### config.mk
export PLATFORM = sky130hd
export DESIGN_NAME = task_ready_queue_manager_core
export DESIGN_NICKNAME = d
export VERILOG_FILES = /design/src/rtl/trqm_pkg.sv /design/src/rtl/trqm_dp.sv /design/src/rtl/trqm_ctrl.sv /design/src/rtl/task_ready_queue_manager_core.sv
export VERILOG_INCLUDE_DIRS = /design/src /design/src/rtl
export SDC_FILE = /design/constraint.sdc
export NUM_CORES = 1
export LEC_CHECK = 0
export BUFFER_PORTS_ARGS = -buffer_cell sky130_fd_sc_hd__buf_2
export CELL_PAD_IN_SITES_DETAIL_PLACEMENT = 0
export CELL_PAD_IN_SITES_GLOBAL_PLACEMENT = 1
export CORE_MARGIN = 2
export CORE_UTILIZATION = 48
export DETAILED_ROUTE_END_ITERATION = 10
export GPL_ROUTABILITY_DRIVEN = 0
export PLACE_DENSITY = 0.82
export SYNTH_ARGS = -nofsm -noshare
export SYNTH_HDL_FRONTEND = slang
export SYNTH_SLANG_ARGS = --single-unit
### constraint.sdc
create_clock -name clk_i -period 5.3 [get_ports clk_i]
set_clock_uncertainty 0.15 [all_clocks]
set_input_delay 0.265 -clock clk_i [delete_from_list [all_inputs] [get_ports clk_i]]
set_output_delay 0.265 -clock clk_i [all_outputs]
set_load 0.01 [all_outputs]
### src/rtl/task_ready_queue_manager_core_assert.svh
// Assertion macros used by the queue manager controller.
`ifndef TASK_READY_QUEUE_MANAGER_CORE_ASSERT_SVH
`define TASK_READY_QUEUE_MANAGER_CORE_ASSERT_SVH

// Same-cycle implication, sampled on clk_i, off while in reset.
`define TRQM_ASSERT_NOW(lbl, ante, cons) \
  lbl: assert property (@(posedge clk_i) disable iff (!rst_ni) (ante) |-> (cons)) \
    else $error("trqm assertion failed");

// Next-cycle implication, sampled on clk_i, off while in reset.
`define TRQM_ASSERT_NEXT(lbl, ante, cons) \
  lbl: assert property (@(posedge clk_i) disable iff (!rst_ni) (ante) |=> (cons)) \
    else $error("trqm assertion failed");

`endif

### src/rtl/trqm_pkg.sv
// Shared constants, opcodes, command codes and status type of the queue manager.
package trqm_pkg;

  localparam int TASK_COUNT_DEF  = 16;
  localparam int QUEUE_COUNT_DEF = 8;
  localparam int KEY_BITS_DEF    = 32;

  localparam int OP_W    = 3;
  localparam int QIN_W   = 3;
  localparam int TIN_W   = 4;
  localparam int KIN_W   = 32;
  localparam int POP_W   = 4;
  localparam int IN_DW   = 48;
  localparam int OUT_DW  = 8;

  localparam logic [OP_W-1:0] OP_PUSH_BACK  = 3'd0;
  localparam logic [OP_W-1:0] OP_PUSH_FRONT = 3'd1;
  localparam logic [OP_W-1:0] OP_SORTED     = 3'd2;
  localparam logic [OP_W-1:0] OP_REMOVE     = 3'd3;
  localparam logic [OP_W-1:0] OP_POP        = 3'd4;

  typedef enum logic [4:0] {
    CMD_NONE,
    CMD_LOAD,
    CMD_RD_HT,
    CMD_POP_SET,
    CMD_SET_EMPTY,
    CMD_RD_T,
    CMD_RM,
    CMD_KEY_WR,
    CMD_PB1,
    CMD_PB2,
    CMD_PF1,
    CMD_PF2,
    CMD_WALK_RD,
    CMD_WALK_ADV,
    CMD_INS_RD,
    CMD_INS_WR1,
    CMD_INS_WR2,
    CMD_RES_LD
  } cmd_e;

  typedef struct packed {
    logic [OP_W-1:0] op;
    logic            q_ok;
    logic            t_ok;
    logic            h_task;
    logic            empty;
    logic            node_task;
    logic            steps_done;
    logic            steps_zero;
    logic            key_gt;
  } dp_status_t;

endpackage

### src/rtl/trqm_dp.sv
// Datapath: link, key and head/tail stores plus the working registers of one word.
module trqm_dp import trqm_pkg::*; #(
  parameter int TASK_COUNT  = TASK_COUNT_DEF,
  parameter int QUEUE_COUNT = QUEUE_COUNT_DEF,
  parameter int KEY_BITS    = KEY_BITS_DEF
) (
  input  logic              clk_i,
  input  logic              rst_ni,
  input  cmd_e              cmd_i,
  input  logic [OP_W-1:0]   opcode_i,
  input  logic [QIN_W-1:0]  queue_index_i,
  input  logic [TIN_W-1:0]  task_id_i,
  input  logic [KIN_W-1:0]  sort_key_i,
  output dp_status_t        status_o,
  output logic [POP_W-1:0]  popped_task_o,
  output logic              status_bit_o
);

  localparam int LW  = $clog2(TASK_COUNT + 1);
  localparam int TIW = $clog2(TASK_COUNT);
  localparam int QW  = (QUEUE_COUNT > 1) ? $clog2(QUEUE_COUNT) : 1;
  localparam int SW  = $clog2(TASK_COUNT + 1);
  localparam logic [LW-1:0] NIL = LW'(TASK_COUNT);

  // stores
  logic [LW-1:0]       next_mem [TASK_COUNT];
  logic [LW-1:0]       prev_mem [TASK_COUNT];
  logic [KEY_BITS-1:0] key_mem  [TASK_COUNT];
  logic [LW-1:0]       head_mem [QUEUE_COUNT];
  logic [LW-1:0]       tail_mem [QUEUE_COUNT];
  logic [QUEUE_COUNT-1:0] head_vld_q, tail_vld_q;

  // working registers
  logic [OP_W-1:0]     op_q;
  logic [QW-1:0]       q_q;
  logic                q_ok_q, t_ok_q;
  logic [TIW-1:0]      t_q;
  logic [KEY_BITS-1:0] key_q;
  logic [LW-1:0]       hd_q, tl_q, node_q;
  logic [SW-1:0]       steps_q;
  logic [LW-1:0]       nxt_rd_q, prv_rd_q;
  logic [KEY_BITS-1:0] key_rd_q;
  logic [POP_W-1:0]    popped_q;
  logic                stat_q;

  // result register
  logic [POP_W-1:0]    res_task_q;
  logic                res_stat_q;

  // write ports
  logic                next_we, prev_we, key_we, hd_we, tl_we;
  logic [TIW-1:0]      next_wa, prev_wa;
  logic [LW-1:0]       next_wd, prev_wd, hd_wd, tl_wd;
  logic [TIW-1:0]      rd_addr;

  logic [LW-1:0] t_l;
  logic          at_head, at_tail, empty;
  logic [LW-1:0] p_eff;

  assign t_l     = LW'(t_q);
  assign empty   = (hd_q == NIL) && (tl_q == NIL);
  assign at_head = (hd_q == t_l);
  assign at_tail = (tl_q == t_l);
  assign p_eff   = (at_head && (nxt_rd_q == t_l)) ? NIL : prv_rd_q;

  // one read address for the link and key stores
  always_comb begin
    case (cmd_i)
      CMD_RD_T: rd_addr = t_q;
      default:  rd_addr = node_q[TIW-1:0];
    endcase
  end

  // write port selection per command
  always_comb begin
    next_we = 1'b0; next_wa = t_q; next_wd = NIL;
    prev_we = 1'b0; prev_wa = t_q; prev_wd = NIL;
    key_we  = 1'b0;
    hd_we   = 1'b0; hd_wd = t_l;
    tl_we   = 1'b0; tl_wd = t_l;
    case (cmd_i)
      CMD_KEY_WR: key_we = 1'b1;
      CMD_RM: begin
        prev_we = (nxt_rd_q < NIL) && (at_head || !at_tail);
        prev_wa = nxt_rd_q[TIW-1:0];
        prev_wd = at_head ? NIL : prv_rd_q;
        next_we = (p_eff < NIL) && (at_tail || !at_head);
        next_wa = p_eff[TIW-1:0];
        next_wd = at_tail ? NIL : nxt_rd_q;
        hd_we   = at_head;
        hd_wd   = nxt_rd_q;
        tl_we   = at_tail;
        tl_wd   = p_eff;
      end
      CMD_PB1: begin
        hd_we   = empty;
        prev_we = 1'b1;
        prev_wd = empty ? NIL : tl_q;
        next_we = !empty && (tl_q < NIL);
        next_wa = tl_q[TIW-1:0];
        next_wd = t_l;
        tl_we   = 1'b1;
      end
      CMD_PB2: next_we = 1'b1;
      CMD_PF1: begin
        tl_we   = empty;
        next_we = 1'b1;
        next_wd = empty ? NIL : hd_q;
        prev_we = !empty && (hd_q < NIL);
        prev_wa = hd_q[TIW-1:0];
        prev_wd = t_l;
        hd_we   = 1'b1;
      end
      CMD_PF2: prev_we = 1'b1;
      CMD_INS_WR1: begin
        next_we = (prv_rd_q < NIL);
        next_wa = prv_rd_q[TIW-1:0];
        next_wd = t_l;
        prev_we = 1'b1;
        prev_wd = prv_rd_q;
      end
      CMD_INS_WR2: begin
        next_we = 1'b1;
        next_wd = node_q;
        prev_we = 1'b1;
        prev_wa = node_q[TIW-1:0];
        prev_wd = t_l;
      end
      default: begin
      end
    endcase
  end

  // link and key stores, registered reads
  always_ff @(posedge clk_i) begin
    if (next_we) next_mem[next_wa] <= next_wd;
    if (prev_we) prev_mem[prev_wa] <= prev_wd;
    if (key_we)  key_mem[t_q] <= key_q;
    if (hd_we)   head_mem[q_q] <= hd_wd;
    if (tl_we)   tail_mem[q_q] <= tl_wd;
    nxt_rd_q <= next_mem[rd_addr];
    prv_rd_q <= prev_mem[rd_addr];
    key_rd_q <= key_mem[rd_addr];
  end

  // head/tail valid bits: an unwritten entry reads as empty
  always_ff @(posedge clk_i or negedge rst_ni) begin
    if (!rst_ni) begin
      head_vld_q <= '0;
      tail_vld_q <= '0;
    end else begin
      if (hd_we) head_vld_q[q_q] <= 1'b1;
      if (tl_we) tail_vld_q[q_q] <= 1'b1;
    end
  end

  // working registers
  always_ff @(posedge clk_i) begin
    case (cmd_i)
      CMD_LOAD: begin
        op_q     <= opcode_i;
        q_ok_q   <= (32'(queue_index_i) < QUEUE_COUNT);
        q_q      <= (32'(queue_index_i) < QUEUE_COUNT) ? QW'(queue_index_i) : '0;
        t_ok_q   <= (32'(task_id_i) < TASK_COUNT);
        t_q      <= (32'(task_id_i) < TASK_COUNT) ? TIW'(task_id_i) : '0;
        key_q    <= KEY_BITS'(sort_key_i);
        popped_q <= '0;
        stat_q   <= 1'b0;
      end
      CMD_RD_HT: begin
        hd_q <= head_vld_q[q_q] ? head_mem[q_q] : NIL;
        tl_q <= tail_vld_q[q_q] ? tail_mem[q_q] : NIL;
      end
      CMD_POP_SET: begin
        popped_q <= POP_W'(hd_q);
        t_q      <= hd_q[TIW-1:0];
      end
      CMD_SET_EMPTY: stat_q <= 1'b1;
      CMD_KEY_WR: begin
        node_q  <= hd_q;
        steps_q <= '0;
      end
      CMD_WALK_ADV: begin
        node_q  <= nxt_rd_q;
        steps_q <= steps_q + SW'(1);
      end
      CMD_RES_LD: begin
        res_task_q <= popped_q;
        res_stat_q <= stat_q;
      end
      default: begin
      end
    endcase
  end

  assign status_o.op         = op_q;
  assign status_o.q_ok       = q_ok_q;
  assign status_o.t_ok       = t_ok_q;
  assign status_o.h_task     = (hd_q < NIL);
  assign status_o.empty      = empty;
  assign status_o.node_task  = (node_q < NIL);
  assign status_o.steps_done = (steps_q == SW'(TASK_COUNT));
  assign status_o.steps_zero = (steps_q == '0);
  assign status_o.key_gt     = (key_q > key_rd_q);

  assign popped_task_o = res_task_q;
  assign status_bit_o  = res_stat_q;

endmodule

### src/rtl/trqm_ctrl.sv
// Controller: sequences one word through reads, link updates and the result handshake.
module trqm_ctrl import trqm_pkg::*; (
  input  logic       clk_i,
  input  logic       rst_ni,
  input  logic       in_valid_i,
  output logic       in_ready_o,
  output logic       out_valid_o,
  input  logic       out_ready_i,
  input  dp_status_t status_i,
  output cmd_e       cmd_o
);

  `include "task_ready_queue_manager_core_assert.svh"

  localparam logic [3:0] S_IDLE = 4'd0;
  localparam logic [3:0] S_RDHT = 4'd1;
  localparam logic [3:0] S_CHK  = 4'd2;
  localparam logic [3:0] S_RDT  = 4'd3;
  localparam logic [3:0] S_RM   = 4'd4;
  localparam logic [3:0] S_KEY  = 4'd5;
  localparam logic [3:0] S_PB1  = 4'd6;
  localparam logic [3:0] S_PB2  = 4'd7;
  localparam logic [3:0] S_PF1  = 4'd8;
  localparam logic [3:0] S_PF2  = 4'd9;
  localparam logic [3:0] S_WRD  = 4'd10;
  localparam logic [3:0] S_WCK  = 4'd11;
  localparam logic [3:0] S_IRD  = 4'd12;
  localparam logic [3:0] S_IWR1 = 4'd13;
  localparam logic [3:0] S_IWR2 = 4'd14;
  localparam logic [3:0] S_RES  = 4'd15;

  logic [3:0] state_q, state_d;
  logic       out_valid_q, out_valid_d;
  logic       accept;
  logic       res_load;

  assign in_ready_o  = (state_q == S_IDLE);
  assign accept      = in_valid_i && in_ready_o;
  assign out_valid_o = out_valid_q;
  // result register is free now or emptied at this edge
  assign res_load    = (state_q == S_RES) && (!out_valid_q || out_ready_i);

  // next state and datapath command
  always_comb begin
    state_d = state_q;
    cmd_o   = CMD_NONE;
    case (state_q)
      S_IDLE: begin
        if (accept) begin
          cmd_o   = CMD_LOAD;
          state_d = S_RDHT;
        end
      end
      S_RDHT: begin
        cmd_o   = CMD_RD_HT;
        state_d = S_CHK;
      end
      S_CHK: begin
        case (status_i.op)
          OP_POP: begin
            if (!status_i.q_ok || !status_i.h_task) begin
              cmd_o   = CMD_SET_EMPTY;
              state_d = S_RES;
            end else begin
              cmd_o   = CMD_POP_SET;
              state_d = S_RDT;
            end
          end
          OP_REMOVE: begin
            if (!status_i.q_ok || !status_i.t_ok || status_i.empty) state_d = S_RES;
            else state_d = S_RDT;
          end
          OP_PUSH_BACK, OP_PUSH_FRONT, OP_SORTED: begin
            if (!status_i.q_ok || !status_i.t_ok) state_d = S_RES;
            else state_d = S_KEY;
          end
          default: state_d = S_RES;
        endcase
      end
      S_RDT: begin
        cmd_o   = CMD_RD_T;
        state_d = S_RM;
      end
      S_RM: begin
        cmd_o   = CMD_RM;
        state_d = S_RES;
      end
      S_KEY: begin
        cmd_o = CMD_KEY_WR;
        case (status_i.op)
          OP_PUSH_BACK:  state_d = S_PB1;
          OP_PUSH_FRONT: state_d = S_PF1;
          default:       state_d = S_WRD;
        endcase
      end
      S_PB1: begin
        cmd_o   = CMD_PB1;
        state_d = S_PB2;
      end
      S_PB2: begin
        cmd_o   = CMD_PB2;
        state_d = S_RES;
      end
      S_PF1: begin
        cmd_o   = CMD_PF1;
        state_d = S_PF2;
      end
      S_PF2: begin
        cmd_o   = CMD_PF2;
        state_d = S_RES;
      end
      // walk: fetch key and link of the current node
      S_WRD: begin
        if (!status_i.node_task) begin
          state_d = status_i.steps_zero ? S_PF1 : S_PB1;
        end else if (status_i.steps_done) begin
          state_d = S_PB1;
        end else begin
          cmd_o   = CMD_WALK_RD;
          state_d = S_WCK;
        end
      end
      S_WCK: begin
        if (status_i.key_gt) begin
          cmd_o   = CMD_WALK_ADV;
          state_d = S_WRD;
        end else begin
          state_d = status_i.steps_zero ? S_PF1 : S_IRD;
        end
      end
      S_IRD: begin
        cmd_o   = CMD_INS_RD;
        state_d = S_IWR1;
      end
      S_IWR1: begin
        cmd_o   = CMD_INS_WR1;
        state_d = S_IWR2;
      end
      S_IWR2: begin
        cmd_o   = CMD_INS_WR2;
        state_d = S_RES;
      end
      // hold the finished word until the result register can take it
      S_RES: begin
        if (res_load) begin
          cmd_o   = CMD_RES_LD;
          state_d = S_IDLE;
        end
      end
      default: state_d = S_IDLE;
    endcase
  end

  // result valid: set when the result register loads, cleared when taken
  always_comb begin
    out_valid_d = out_valid_q;
    if (out_ready_i) out_valid_d = 1'b0;
    if (res_load) out_valid_d = 1'b1;
  end

  always_ff @(posedge clk_i or negedge rst_ni) begin
    if (!rst_ni) begin
      state_q     <= S_IDLE;
      out_valid_q <= 1'b0;
    end else begin
      state_q     <= state_d;
      out_valid_q <= out_valid_d;
    end
  end

  `TRQM_ASSERT_NEXT(a_accept_reads, accept, state_q == S_RDHT)
  `TRQM_ASSERT_NEXT(a_res_valid, res_load, out_valid_q)
  `TRQM_ASSERT_NOW(a_ready_idle, in_ready_o, state_q == S_IDLE)
  `TRQM_ASSERT_NOW(a_wck_after_wrd, state_q == S_WCK, $past(state_q) == S_WRD)

endmodule

### src/rtl/task_ready_queue_manager_core.sv
// Steps from accept to result: an empty pop, a bad index or an unknown opcode goes from the
// check straight to the result; remove and pop read the task's links and unlink it; push
// back/front write key and links; a sorted insert walks the queue up to the task limit.
// Throughput: one word at a time; a finished word waits while the result register is full.
// The result register lets the next word in while a result waits to be taken.
// Reset: asynchronous active low; all queues empty, link and key stores left as is.
module task_ready_queue_manager_core import trqm_pkg::*; #(
  parameter int TASK_COUNT  = TASK_COUNT_DEF,
  parameter int QUEUE_COUNT = QUEUE_COUNT_DEF,
  parameter int KEY_BITS    = KEY_BITS_DEF
) (
  input  logic              clk_i,
  input  logic              rst_ni,
  input  logic              s_axis_tvalid,
  output logic              s_axis_tready,
  // opcode[2:0], queue_index[5:3], task_id[9:6], sort_key[41:10], zero pad
  input  logic [IN_DW-1:0]  s_axis_tdata,
  output logic              m_axis_tvalid,
  input  logic              m_axis_tready,
  // popped_task[3:0], status[4], zero pad
  output logic [OUT_DW-1:0] m_axis_tdata
);

  cmd_e             cmd;
  dp_status_t       dp_status;
  logic [POP_W-1:0] popped_task;
  logic             status_bit;

  trqm_ctrl u_ctrl (
    .clk_i       (clk_i),
    .rst_ni      (rst_ni),
    .in_valid_i  (s_axis_tvalid),
    .in_ready_o  (s_axis_tready),
    .out_valid_o (m_axis_tvalid),
    .out_ready_i (m_axis_tready),
    .status_i    (dp_status),
    .cmd_o       (cmd)
  );

  trqm_dp #(
    .TASK_COUNT  (TASK_COUNT),
    .QUEUE_COUNT (QUEUE_COUNT),
    .KEY_BITS    (KEY_BITS)
  ) u_dp (
    .clk_i         (clk_i),
    .rst_ni        (rst_ni),
    .cmd_i         (cmd),
    .opcode_i      (s_axis_tdata[2:0]),
    .queue_index_i (s_axis_tdata[5:3]),
    .task_id_i     (s_axis_tdata[9:6]),
    .sort_key_i    (s_axis_tdata[41:10]),
    .status_o      (dp_status),
    .popped_task_o (popped_task),
    .status_bit_o  (status_bit)
  );

  assign m_axis_tdata = {3'b000, status_bit, popped_task};

endmodule
After elaboration in Yosys (flattened, before gate mapping) --
Memories as Yosys holds them, arrays and structs flattened. A register that Yosys moved wholly into a read port is not among the register bits. Index checks and enable logic that the tools add are counted.
Storage, ports and cells: flip-flop bits (word level) 83, word-level logic and storage cells 165, output and inout bits 10, memories 5, bits of input ports 52, RAM bits 752
Cells by class: add/subtract/negate cells 1, $lt $le $gt $ge 9, reductions and logical operators 32, muxes and demuxes 60, equal/unequal tests 42, bitwise gates (word level) 2
Memory list:
- u_dp.key_mem | words 16, width 32, read ports 1, clocked after Yosys merged registers in 1, wr ports 1, RTL line trqm_dp.sv:28 | logic [KEY_BITS-1:0] key_mem [TASK_COUNT];
- u_dp.next_mem | words 16, width 5, read ports 1, clocked after Yosys merged registers in 1, wr ports 1, RTL line trqm_dp.sv:26 | logic [LW-1:0] next_mem [TASK_COUNT];
- u_dp.prev_mem | words 16, width 5, read ports 1, clocked after Yosys merged registers in 1, wr ports 1, RTL line trqm_dp.sv:27 | logic [LW-1:0] prev_mem [TASK_COUNT];
- u_dp.head_mem | words 8, width 5, read ports 1, clocked after Yosys merged registers in 1, wr ports 1, RTL line trqm_dp.sv:29 | logic [LW-1:0] head_mem [QUEUE_COUNT];
- u_dp.tail_mem | words 8, width 5, read ports 1, clocked after Yosys merged registers in 1, wr ports 1, RTL line trqm_dp.sv:30 | logic [LW-1:0] tail_mem [QUEUE_COUNT];
Operator list (number):
- 5-bit case mux with 16 select lines | 1
- 4-bit case mux with 13 select lines | 1
- 5-bit 2-to-1 mux | 10
- 4-bit 2-to-1 mux | 11
- 5-bit case mux with 4 select lines | 2
- 4-bit case mux with 3 select lines | 3
- 4-bit equality test, second input constant | 8
- 32-bit greater-than comparator | 1
- 5-bit by 4-bit equality test with 1-bit output, second input constant | 6
- 5-bit less-than comparator, second input constant | 6
- 5-bit equality test, second input constant | 5
- 4-bit case mux with 2 select lines | 3
- 5-bit by 3-bit equality test with 1-bit output, second input constant | 4
- 5-bit case mux with 2 select lines | 2
- 1-bit 2-to-1 mux | 17
- 4-bit by 3-bit equality test with 1-bit output, second input constant | 4
- 8-bit bitwise OR | 2
- 5-bit by 4-bit equality test with 1-bit output | 3
- 5-bit by 2-bit equality test with 1-bit output, second input constant | 2
- 1-bit logical AND | 9
- 1-bit case mux with 3 select lines | 3
- 4-bit by 2-bit equality test with 1-bit output, second input constant | 2
- 2-bit nonzero test | 4
- 4-bit OR reduction | 2
- other kinds (23) | 35

Longest topological paths before layout --
Gate-level depths: netlist of run 1.
depth in word-level cells 10, mapped depth 10, depth with buffers taken out 8

By module --
A second synthesis of run 1 with hierarchy kept.
Second synthesis, totals: cells, all modules 2431, area total of the unflattened synthesis 36145.9 um2
Modules (own cells, without submodules):
- trqm_dp | seq. area each 25984.9 um2, cells each 2341, area an instance 35519.1 um2, instances 1
- trqm_ctrl | seq. area each 125.1 um2, cells each 85, area an instance 593.1 um2, instances 1
- task_ready_queue_manager_core | seq. area each 0.0 um2, cells each 5, area an instance 33.8 um2, instances 1

Least setup slack after synthesis of run 1 --
Ideal clock, no wire load.
path type register to register, start register u_ctrl.state_q[0], end memory u_dp.key_mem[8][0] (netlist name) (enable), required time 4.689 ns, stages on the path, launching flop included 8, library setup time 0.461 ns, data arrival time 3.666 ns, path buffers 3, clock period less this slack 4.277 ns, slack 1.023 ns, cells stage by stage dfrtp_1 buf_2 clkbuf_1 clkbuf_1 nand3_1 nor2_1 nand2_1 nor3_1
Between the ends: longest elaborated chain between the ends 8, elaborated cells on any way between the ends 25, classes of those cells 16 x eq/ne; 6 x mux; 3 x reduce/logical
Ends and longest elaborated chain:
- start: declaration | RTL line trqm_ctrl.sv:32 | logic [3:0] state_q, state_d;
- start signal: assignment | RTL line trqm_ctrl.sv:166 | state_q <= state_d;
- 4-bit equality test / 4-bit logical NOT (equally long branches) | RTL line trqm_ctrl.sv:41, trqm_ctrl.sv:47, trqm_ctrl.sv:37
- 1-bit logical AND (on tied branches) | RTL line trqm_ctrl.sv:41, trqm_ctrl.sv:38
- 5-bit 2-to-1 mux / 1-bit 2-to-1 mux (equally long branches) | RTL line trqm_ctrl.sv:145, trqm_ctrl.sv:49
- 5-bit case mux with 16 select lines (*) | RTL line trqm_ctrl.sv:47 | case (state_q)
- 5-bit by 3-bit equality test with 1-bit output (*) | RTL line trqm_dp.sv:81 | case (cmd_i)
- 1-bit 2-to-1 mux (*) | RTL line trqm_dp.sv:81
- 1-bit 2-to-1 mux (*) | RTL line trqm_dp.sv:138 | if (key_we) key_mem[t_q] <= key_q;
- 1-bit 2-to-1 mux (not written as such) (*) | RTL line trqm_dp.sv:138
- end: declaration | RTL line trqm_dp.sv:28
Every way passes the cells marked *; elsewhere a longest branch is shown, timed or not.

Final worst setup path of run 1 --
start register u_dp.key_q[19], end register u_dp.steps_q[4] (enable)
Between the ends: longest elaborated chain between the ends 5, elaborated cells on any way between the ends 6, classes of those cells 1 x order compare; 2 x eq/ne; 2 x mux; 1 x reduce/logical
Ends and longest elaborated chain:
- start: declaration | RTL line trqm_dp.sv:38 | logic [KEY_BITS-1:0] key_q;
- start signal: assignment | RTL line trqm_dp.sv:166 | key_q <= KEY_BITS'(sort_key_i);
- 32-bit greater-than comparator (*) | RTL line trqm_dp.sv:204 | assign status_o.key_gt = (key_q > key_rd_q);
- 4-bit 2-to-1 mux (*) | RTL line trqm_ctrl.sv:124 | if (status_i.key_gt) begin
- 5-bit case mux with 16 select lines (*) | RTL line trqm_ctrl.sv:47
- 5-bit by 3-bit equality test with 1-bit output / 5-bit by 4-bit equality test with 1-bit output (equally long branches) | RTL line trqm_dp.sv:159 | case (cmd_i)
- 2-bit nonzero test (no line) (*)
- end signal: assignment | RTL line trqm_dp.sv:185 | steps_q <= steps_q + SW'(1);
- end: declaration | RTL line trqm_dp.sv:40 | logic [SW-1:0] steps_q;
Marks and branches as above. A chain may end at the register's enable or synchronous reset.

==> summary.md, run 1 <==
| Metric | Value |
|---|---|
| Status | `completed` |
| H-tree levels | `3` |
| Synth Area in Simple Gates | `10.3%` |
| Synth Register Bits | `887` |
| DIE AREA | `roughly 0.075 sq mm` |
| Fillcell total | `roughly 5,600` |
| Switching pwr | `roughly 5.5 mW` |
| Placed wire-length estimate | `between 40 and 50 mm` |
| Num Clock Sinks | `between 800 and 900` |
| R2R Path Start | `u_dp.key_q[19]` |
| Initial Util | `48.4%` |
| DRT antenna net count | `0` |
| Place WS | `approximately 1.4 ns` |
| Final layout net count | `2,485` |
| Share of power burned in the clock network | `roughly 34%` |
| Fin. Hold Viols | `0` |
| Top routing layer used | `met4` |
| Pint | `roughly 13 mW` |
| Pin count of the biggest net entering global routing | `around 170` |
| Post-CTS setup buffer count | `0` |
| Worst hold stages | `2` |
| Yosys top cell area share | `between 70 and 80%` |
| R2R cell count | `7` |
| XOR/XNOR Fraction of Synth Area | `0.324%` |
| I/O pins | `62` |
| Layout Cells excl Fill | `between 3,000 and 4,000` |
| Worst-margin pin slew | `1.19 ns` |
| Initial antenna violation count | `1` |
| Crit start category | `flip-flop` |
| Main combinational cell family by area after synthesis | `simple AND/OR/NAND/NOR gates` |
| Crit path max fanout | `17` |
| Final setup vio count | `0` |
| Post-route cell area | `roughly 0.040 sq mm` |
| Width of the die | `~270 um` |
| CP startpoint | `u_dp.key_q[19]` |
| Post-Synth Adder-Cell Area | `between 1 and 1.5%` |
| Share of cells above drive strength 1 | `roughly 15%` |
| Worst setup EP type | `flip-flop` |
| Seq pwr share | `46.2%` |
| Clock transition at path regs | `about 0.06 ns` |
| Avg Inst Size Synth | `between 15 and 20 sq um` |
| Row count | `99` |
| Most common cell in the netlist | `edfxtp_1` |
| Core area | `just over 0.07 sq mm` |
| RSZ-0062 raised after global routing | `false` |
| Post-Route M1 WL | `between 30 and 40 mm` |
| Drc violations | `0` |
| WP data arrival | `between 4 and 5 ns` |
| Required @ worst endpoint | `5.44 ns` |
| Clock buffer count from CTS | `between 80 and 90` |
| Global-route wire length before repair | `between 100 and 150 mm` |
| Setup slack after layout | `1.24 ns` |
| DP Area | `around 0.037 sq mm` |
| Cell Area, Synth | `roughly 0.035 sq mm` |
| Flop-to-flop setup slack | `roughly 1.2 ns` |
| Via-to-Cell Ratio | `~5.9` |
| Area growth syn-to-layout | `13.7%` |
| DR WL met3 | `5.56 mm` |
| Warnings, synthesis | `0` |
| Critical path type | `flip-flop to flip-flop` |
| Combinational Power Share | `between 20% and 30%` |
| Maximum vdd drop | `about 0.33 mV` |
| Multi-input gate area | `0.00842 sq mm` |
| EDFF count, synth | `between 800 and 900` |
| Vias in the first global route | `a little over 20,000` |
| Post-synthesis sequential area ratio | `74.2%` |
| Part of the cycle the worst path needs | `between 70% and 80%` |
| Clock root buffer | `clkbuf_16` |
| Hold_sp | `s_axis_tdata[33]` |
| Routed WL per cell | `between 20 and 25 um` |
| Synth Instances | `between 2,000 and 2,500` |
| Synth cell count leaders | `824 x edfxtp_1, 390 x nand2_1, 186 x nand3_1, 84 x mux4_2, 71 x a22oi_1` |
| Synth Flop Type | `edfxtp_1` |
| Maximum capacitance violations | `0` |
| Mux cell area share after synthesis | `between 5 and 6%` |
| Fin. max-slew vios | `0` |
| Compound-Gate Fraction of Synth Area | `5.59%` |
| CTS tree | `done` |
| Switching share of power | `29.2%` |
| DR pass1 iterations | `8` |
| FF+latch area | `0.0261 sq mm` |
| Worst slew margin | `20.3%` |
| R2R Path End | `u_dp.steps_q[4]` |
| Final WL | `around 80 mm` |
| Async SR Flop Fraction | `about 2.4%` |
| Leak Pwr | `13.4 nW` |
| Drt initial violations | `about 2,200` |
| Hold EP | `u_dp.key_q[23]` |
| Clk Latency, worst-skew pair | `about 0.67 ns` |
| Placed cells | `3,220` |
| Vias | `between 20,000 and 25,000` |
| Clk buf depth | `3` |
| Yosys cell types | `79` |
| Antenna Cells | `0` |
| Port buffer count | `52` |
| P per Cell Area | `between 400 and 500 mW/mm^2` |
| Peak Freq | `246 MHz` |
| Routed length on met2 | `roughly 40 mm` |
| Fin crit period | `4.06 ns` |
| Worst min path class | `input port to flip-flop` |
| Total GRT Usage | `between 20% and 30%` |
| Die Y | `between 200 and 300 um` |
| Setup TNS | `0 ns` |
| GRT overflow | `0` |
| Synth area leader | `edfxtp_1` |
| Synth area leaders | `edfxtp_1 70%, mux4_2 5.4%, nand2_1 4.2%` |
## flip-flops by register name, summed over array words and instances (netlist names), 5 cells and up
name             count
u_dp.nxt_rd_q        5
u_dp.tl_q            5
u_dp.prv_rd_q        5
u_dp.tail_vld_q      8
u_dp.next_mem       80
u_dp.key_q          32
u_dp.prev_mem       80
u_dp.node_q          5
u_dp.steps_q         5
u_dp.hd_q            5
u_dp.head_mem       40
u_dp.key_mem       512
u_dp.key_rd_q       32
u_dp.tail_mem       40
u_dp.head_vld_q      8
## layout by cell type, fill, tap and decap left out, types with 48 or more instances in the layout
cell       netlist  routed
buf_2           23      52
clkbuf_16        0      89
nand4_1         53      53
nor2_1          70      55
inv_1           49      48
nand2_1        390     390
mux4_2          84      84
a22oi_1         71      71
nand3_1        186     186
edfxtp_1       824     824
## worst max-delay path: stages, from the launching register on
cell and delay, ns:
edfxtp_1 0.67, ha_1 0.36, a21oi_1 0.15, o21ai_0 0.26, a222oi_1 0.41, or3b_2 0.58
a22oi_2 0.62, nand2_1 0.48
## cell type report
type / count / share of cell area [%]
Tap cell: 959 / 3.00
Clock inverter: 50 / 1.45
Clock buffer: 116 / 6.02
Multi-Input combinational cell: 1230 / 21.0
Sequential cell: 887 / 65.3
Timing Repair Buffer: 141 / 2.76
Inverter: 50 / 0.469
## worst max path at each step
stage	end	slack, ns	cells past startpoint
finish	u_dp.steps_q[4]	1.24	7
global route	u_dp.node_q[3]	1.02	7
CTS	u_dp.steps_q[4]	1.33	7
detailed placement	u_dp.node_q[3]	1.36	7
global placement	u_dp.steps_q[1]	1.41	7
floorplan	u_dp.key_mem[8][0]	1.02	7
## power groups by stage
stage | combinational (mW) | clock [mW] | sequential (mW)
finish | 3.79 | 6.32 | 8.69
detailed placement | 3.74 | 0 | 8.81
CTS | 3.78 | 6.42 | 8.67
global placement | 3.63 | 0 | 8.79
global route | 4.15 | 6.69 | 8.72
floorplan | 2.73 | 0 | 8.65
## what timing repair did
action	in CTS	in global routing
hold buffers	47	0
endpoints found under the hold margin	66	0
gates resized for setup	0	0
## per-stage QoR
stage | hold slack, ns | power, mW | utilization [%]
floorplan | -0.181 | 11.4 | -
global placement | 0.122 | 12.4 | 50.3
detailed placement | 0.133 | 12.6 | 50.3
CTS | 0.121 | 18.9 | 55.0
global route | 0.137 | 19.6 | 55.0
finish | 0.156 | 18.8 | 55.0
## logic make-up (layout without fill, tap and decap cells)
logic type	after synthesis	in the layout
DFF	887	887
and+or+nand+nor	800	800
AOI/OAI and AO/OA	278	278
buffers and inverters	179	357
muxes	102	102
adders and majority gates	34	34
xor gates and xnor gates	13	13
other	1	3
## per-layer routing
metal / GRT usage (%) / vias up
li1: - / 9049
met1: 28.9 / 10181
met2: 36.1 / 836
met3: 3.59 / 181
met4: 7.48 / 0
met5: 0 / -
No activity file was read; power rests on OpenSTA's default activity.
==> inputs of run 2 (changes only) <==
Settings changed: PLACE_DENSITY 0.82 to 0.85.
Clock period 5.3 ns to 3.3 ns, I/O delays scaled along.
==> summary.md, run 2 (same netlist as run 1, synthesis figures left out) <==
| Metric | Value |
|---|---|
| Combinational Power Share | `21.9% (was 20.2%)` |
| Die Y | `275 um (unchanged)` |
| Clk buf depth | `3 (unchanged)` |
| Maximum vdd drop | `0.507 mV (was 0.327 mV)` |
| Switching pwr | `8.91 mW (was 5.49 mW)` |
| Required @ worst endpoint | `3.54 ns (was 5.44 ns)` |
| RSZ-0062 raised after global routing | `false (unchanged)` |
| Vias in the first global route | `20,932 (was 20,415)` |
| Top reg by flops | `u_dp.key_mem (unchanged)` |
| Row count | `99 (unchanged)` |
| Antenna Cells | `0 (unchanged)` |
| Peak Freq | `317 MHz (was 246 MHz)` |
| P per Cell Area | `753 mW/mm^2 (was 470 mW/mm^2)` |
| Fin crit period | `3.15 ns (was 4.06 ns)` |
| Worst min path class | `input port to flip-flop (unchanged)` |
| Post-CTS setup buffer count | `0 (unchanged)` |
| Share of power burned in the clock network | `33.7% (was 33.6%)` |
| Seq pwr share | `44.4% (was 46.2%)` |
| Vias | `20,825 (was 20,247)` |
| H-tree levels | `3 (unchanged)` |
| GR Util met2 | `37.5% (was 36.1%)` |
| DR pass1 iterations | `6 (was 8)` |
| Critical path type | `flip-flop to flip-flop (unchanged)` |
| Initial Util | `48.4% (unchanged)` |
| Share of cells above drive strength 1 | `18.7% (was 14.8%)` |
| Crit path max fanout | `7 (was 17)` |
| Global-route wire length before repair | `124 mm (was 122 mm)` |
| Clk Latency, worst-skew pair | `0.65 ns (was 0.67 ns)` |
| Worst setup EP type | `flip-flop (unchanged)` |
| Fin. max-slew vios | `0 (unchanged)` |
| WP data arrival | `3.39 ns (was 4.20 ns)` |
| Most frequent cells in the layout | `824 x edfxtp_1, 390 x nand2_1, 186 x nand3_1 (unchanged)` |
| Clock transition at path regs | `0.06 ns (about the same)` |
| Switching share of power | `28.7% (was 29.2%)` |
| Commonest non-fill, non-tap cell in the layout | `edfxtp_1 (unchanged)` |
| Layout Cells excl Fill | `3,534 (was 3,433)` |
| CP max-delay cell | `or3b_2 (was edfxtp_1)` |
| Final WL | `82.7 mm (was 80.9 mm)` |
| Pint | `22.2 mW (was 13.3 mW)` |
| Pwr Total | `31.1 mW (was 18.8 mW)` |
| Number of flip-flops in the largest register | `512 (unchanged)` |
| Most used routing layer | `met2 (unchanged)` |
| Clock buffer count from CTS | `88 (was 89)` |
| Met3 Use GR | `3.76% (was 3.59%)` |
| Crit start category | `flip-flop (unchanged)` |
| Routed WL per cell | `23.4 um (was 23.6 um)` |
| Port buffer count | `52 (unchanged)` |
| Area growth syn-to-layout | `17.3% (was 13.7%)` |
| Via-to-Cell Ratio | `5.89 (was 5.90)` |
| Place WS | `0.0996 ns (was 1.36 ns)` |
| CP Cell Sequence | `ha_1 > a21oi_1 > o21ai_0 > a222oi_1 > or3b_2 > a22oi_2 > buf_12 > mux2_2 (was ha_1 > a21oi_1 > o21ai_0 > a222oi_1 > or3b_2 > a22oi_2 > nand2_1)` |
| DRT antenna net count | `0 (unchanged)` |
| Width of the die | `275 um (unchanged)` |
| Flop-to-flop setup slack | `0.15 ns (was 1.24 ns)` |
| CTS tree | `done (unchanged)` |
| Largest regs | `u_dp.key_mem (512), u_dp.next_mem (80), u_dp.prev_mem (80) (unchanged)` |
| CP Buf/Inv Count | `1 (was 0)` |
| Pin count of the biggest net entering global routing | `169 (unchanged)` |
| Setup slack after layout | `0.147 ns (was 1.24 ns)` |
| Core area | `0.0727 sq mm (unchanged)` |
| Clock root buffer | `clkbuf_16 (unchanged)` |
| Setup TNS | `0 ns (unchanged)` |
| Met1 GRT Util | `29.0% (was 28.9%)` |
| Final setup vio count | `0 (unchanged)` |
| Post-Route Utilization | `56.8% (was 55.0%)` |
| Placed wire-length estimate | `49.0 mm (was 46.4 mm)` |
| Part of the cycle the worst path needs | `95.5% (was 76.6%)` |
| CP top delay family | `compound AO/OA/AOI/OAI gates (unchanged)` |
| Total GRT Usage | `22.0% (was 21.6%)` |
| Slowest Stage Delay on Critical Path | `0.56 ns (was 0.67 ns)` |
| Placed cells | `3,325 (was 3,220)` |
| Worst slew margin | `16.0% (was 20.3%)` |
| GRT overflow | `0 (unchanged)` |
| DIE AREA | `0.0755 sq mm (unchanged)` |
| Drt initial violations | `2,510 (was 2,249)` |
| Final layout net count | `2,588 (was 2,485)` |
| Initial antenna violation count | `0 (was 1)` |
| Worst-margin pin slew | `1.24 ns (was 1.19 ns)` |
| Maximum capacitance violations | `0 (unchanged)` |
| I/O pins | `62 (unchanged)` |
| Num Clock Sinks | `887 (unchanged)` |
| Leak Pwr | `14.1 nW (was 13.4 nW)` |
| Status | `completed (unchanged)` |
| Fillcell total | `5,401 (was 5,624)` |
| Drc violations | `0 (unchanged)` |
| Fin. Hold Viols | `0 (unchanged)` |
-- run 2: changes by cell type in the layout (fill, tap and decap cells not counted), sizes merged --
| cell | previous run | this run |
|---|---|---|
| inv | 53 | 54 |
| clkinvlp | 2 | 4 |
| clkbuf | 116 | 121 |
| clkinv | 37 | 22 |
| bufinv | 8 | 12 |
| buf | 95 | 199 |
-- run 2: path summary, 6_finish.rpt --
kind,startpoint,endpoint,cells past startpoint
worst max-delay path,u_dp.key_q[17],u_dp.node_q[3],8
worst max register to register,u_dp.key_q[17],u_dp.node_q[3],8
worst min register to register,u_dp.popped_q[2],u_dp.popped_task_o[2],0
max in group asynchronous,rst_ni,u_ctrl.state_q[1],3
worst min-delay path,s_axis_tdata[5],u_dp.q_q[2],2
min in group asynchronous,rst_ni,u_dp.head_vld_q[4],3
-- run 2: metal layers --
layer | part of all wire [%] | vias to the layer above | wire length [um]
met3 | 7.8 | 152 | 6480
met1 | 39 | 10407 | 32200
met5 | 0 | - | 0
met2 | 50 | 1027 | 41700
met4 | 2.8 | 0 | 2330
li1 | - | 9239 | -
-- run 2: stage by stage --
step	cell area [sq um]	hold slack [ns]
2_1_floorplan	35200	-0.281
3_3_place_gp	37700	0.0299
3_5_place_dp	37700	0.0289
4_1_cts	41200	0.0377
5_1_grt	41300	0.0562
6_report	41300	0.0754
-- run 2: power groups by stage --
stage | sequential, mW | combinational, mW | clock [mW]
2_1_floorplan | 13.9 | 4.39 | 0
3_3_place_gp | 14.0 | 6.45 | 0
3_5_place_dp | 14.0 | 6.64 | 0
4_1_cts | 13.8 | 6.76 | 10.6
5_1_grt | 13.9 | 7.37 | 11.0
6_report | 13.8 | 6.81 | 10.5
-- run 2: worst register-to-register path: cells and delay by family, from the launching register on --
kind                       cells  cell delay (ns)
AOI/OAI and AO/OA              4             0.96
and+or+nand+nor                1             0.56
DFF                            1             0.41
adders and majority gates      1             0.32
buffers and inverters          1             0.16
muxes                          1             0.34
-- run 2: final cells by class --
| type | count | area (sq um) | area share (%) |
|---|---|---|---|
| Clock buffer | 121 | 2490 | 6.02 |
| Tap cell | 959 | 1200 | 2.91 |
| Sequential cell | 887 | 26100 | 63.3 |
| Timing Repair Buffer | 245 | 2210 | 5.36 |
| Clock inverter | 42 | 618 | 1.50 |
| Multi-Input combinational cell | 1230 | 8460 | 20.5 |
| Inverter | 50 | 188 | 0.455 |
-- run 2: timing repair --
action,4_1_cts,5_1_grt
resized for setup,0,6
endpoints found under the hold margin,73,0
hold buffers,46,0
endpoints found under the setup margin,0,25
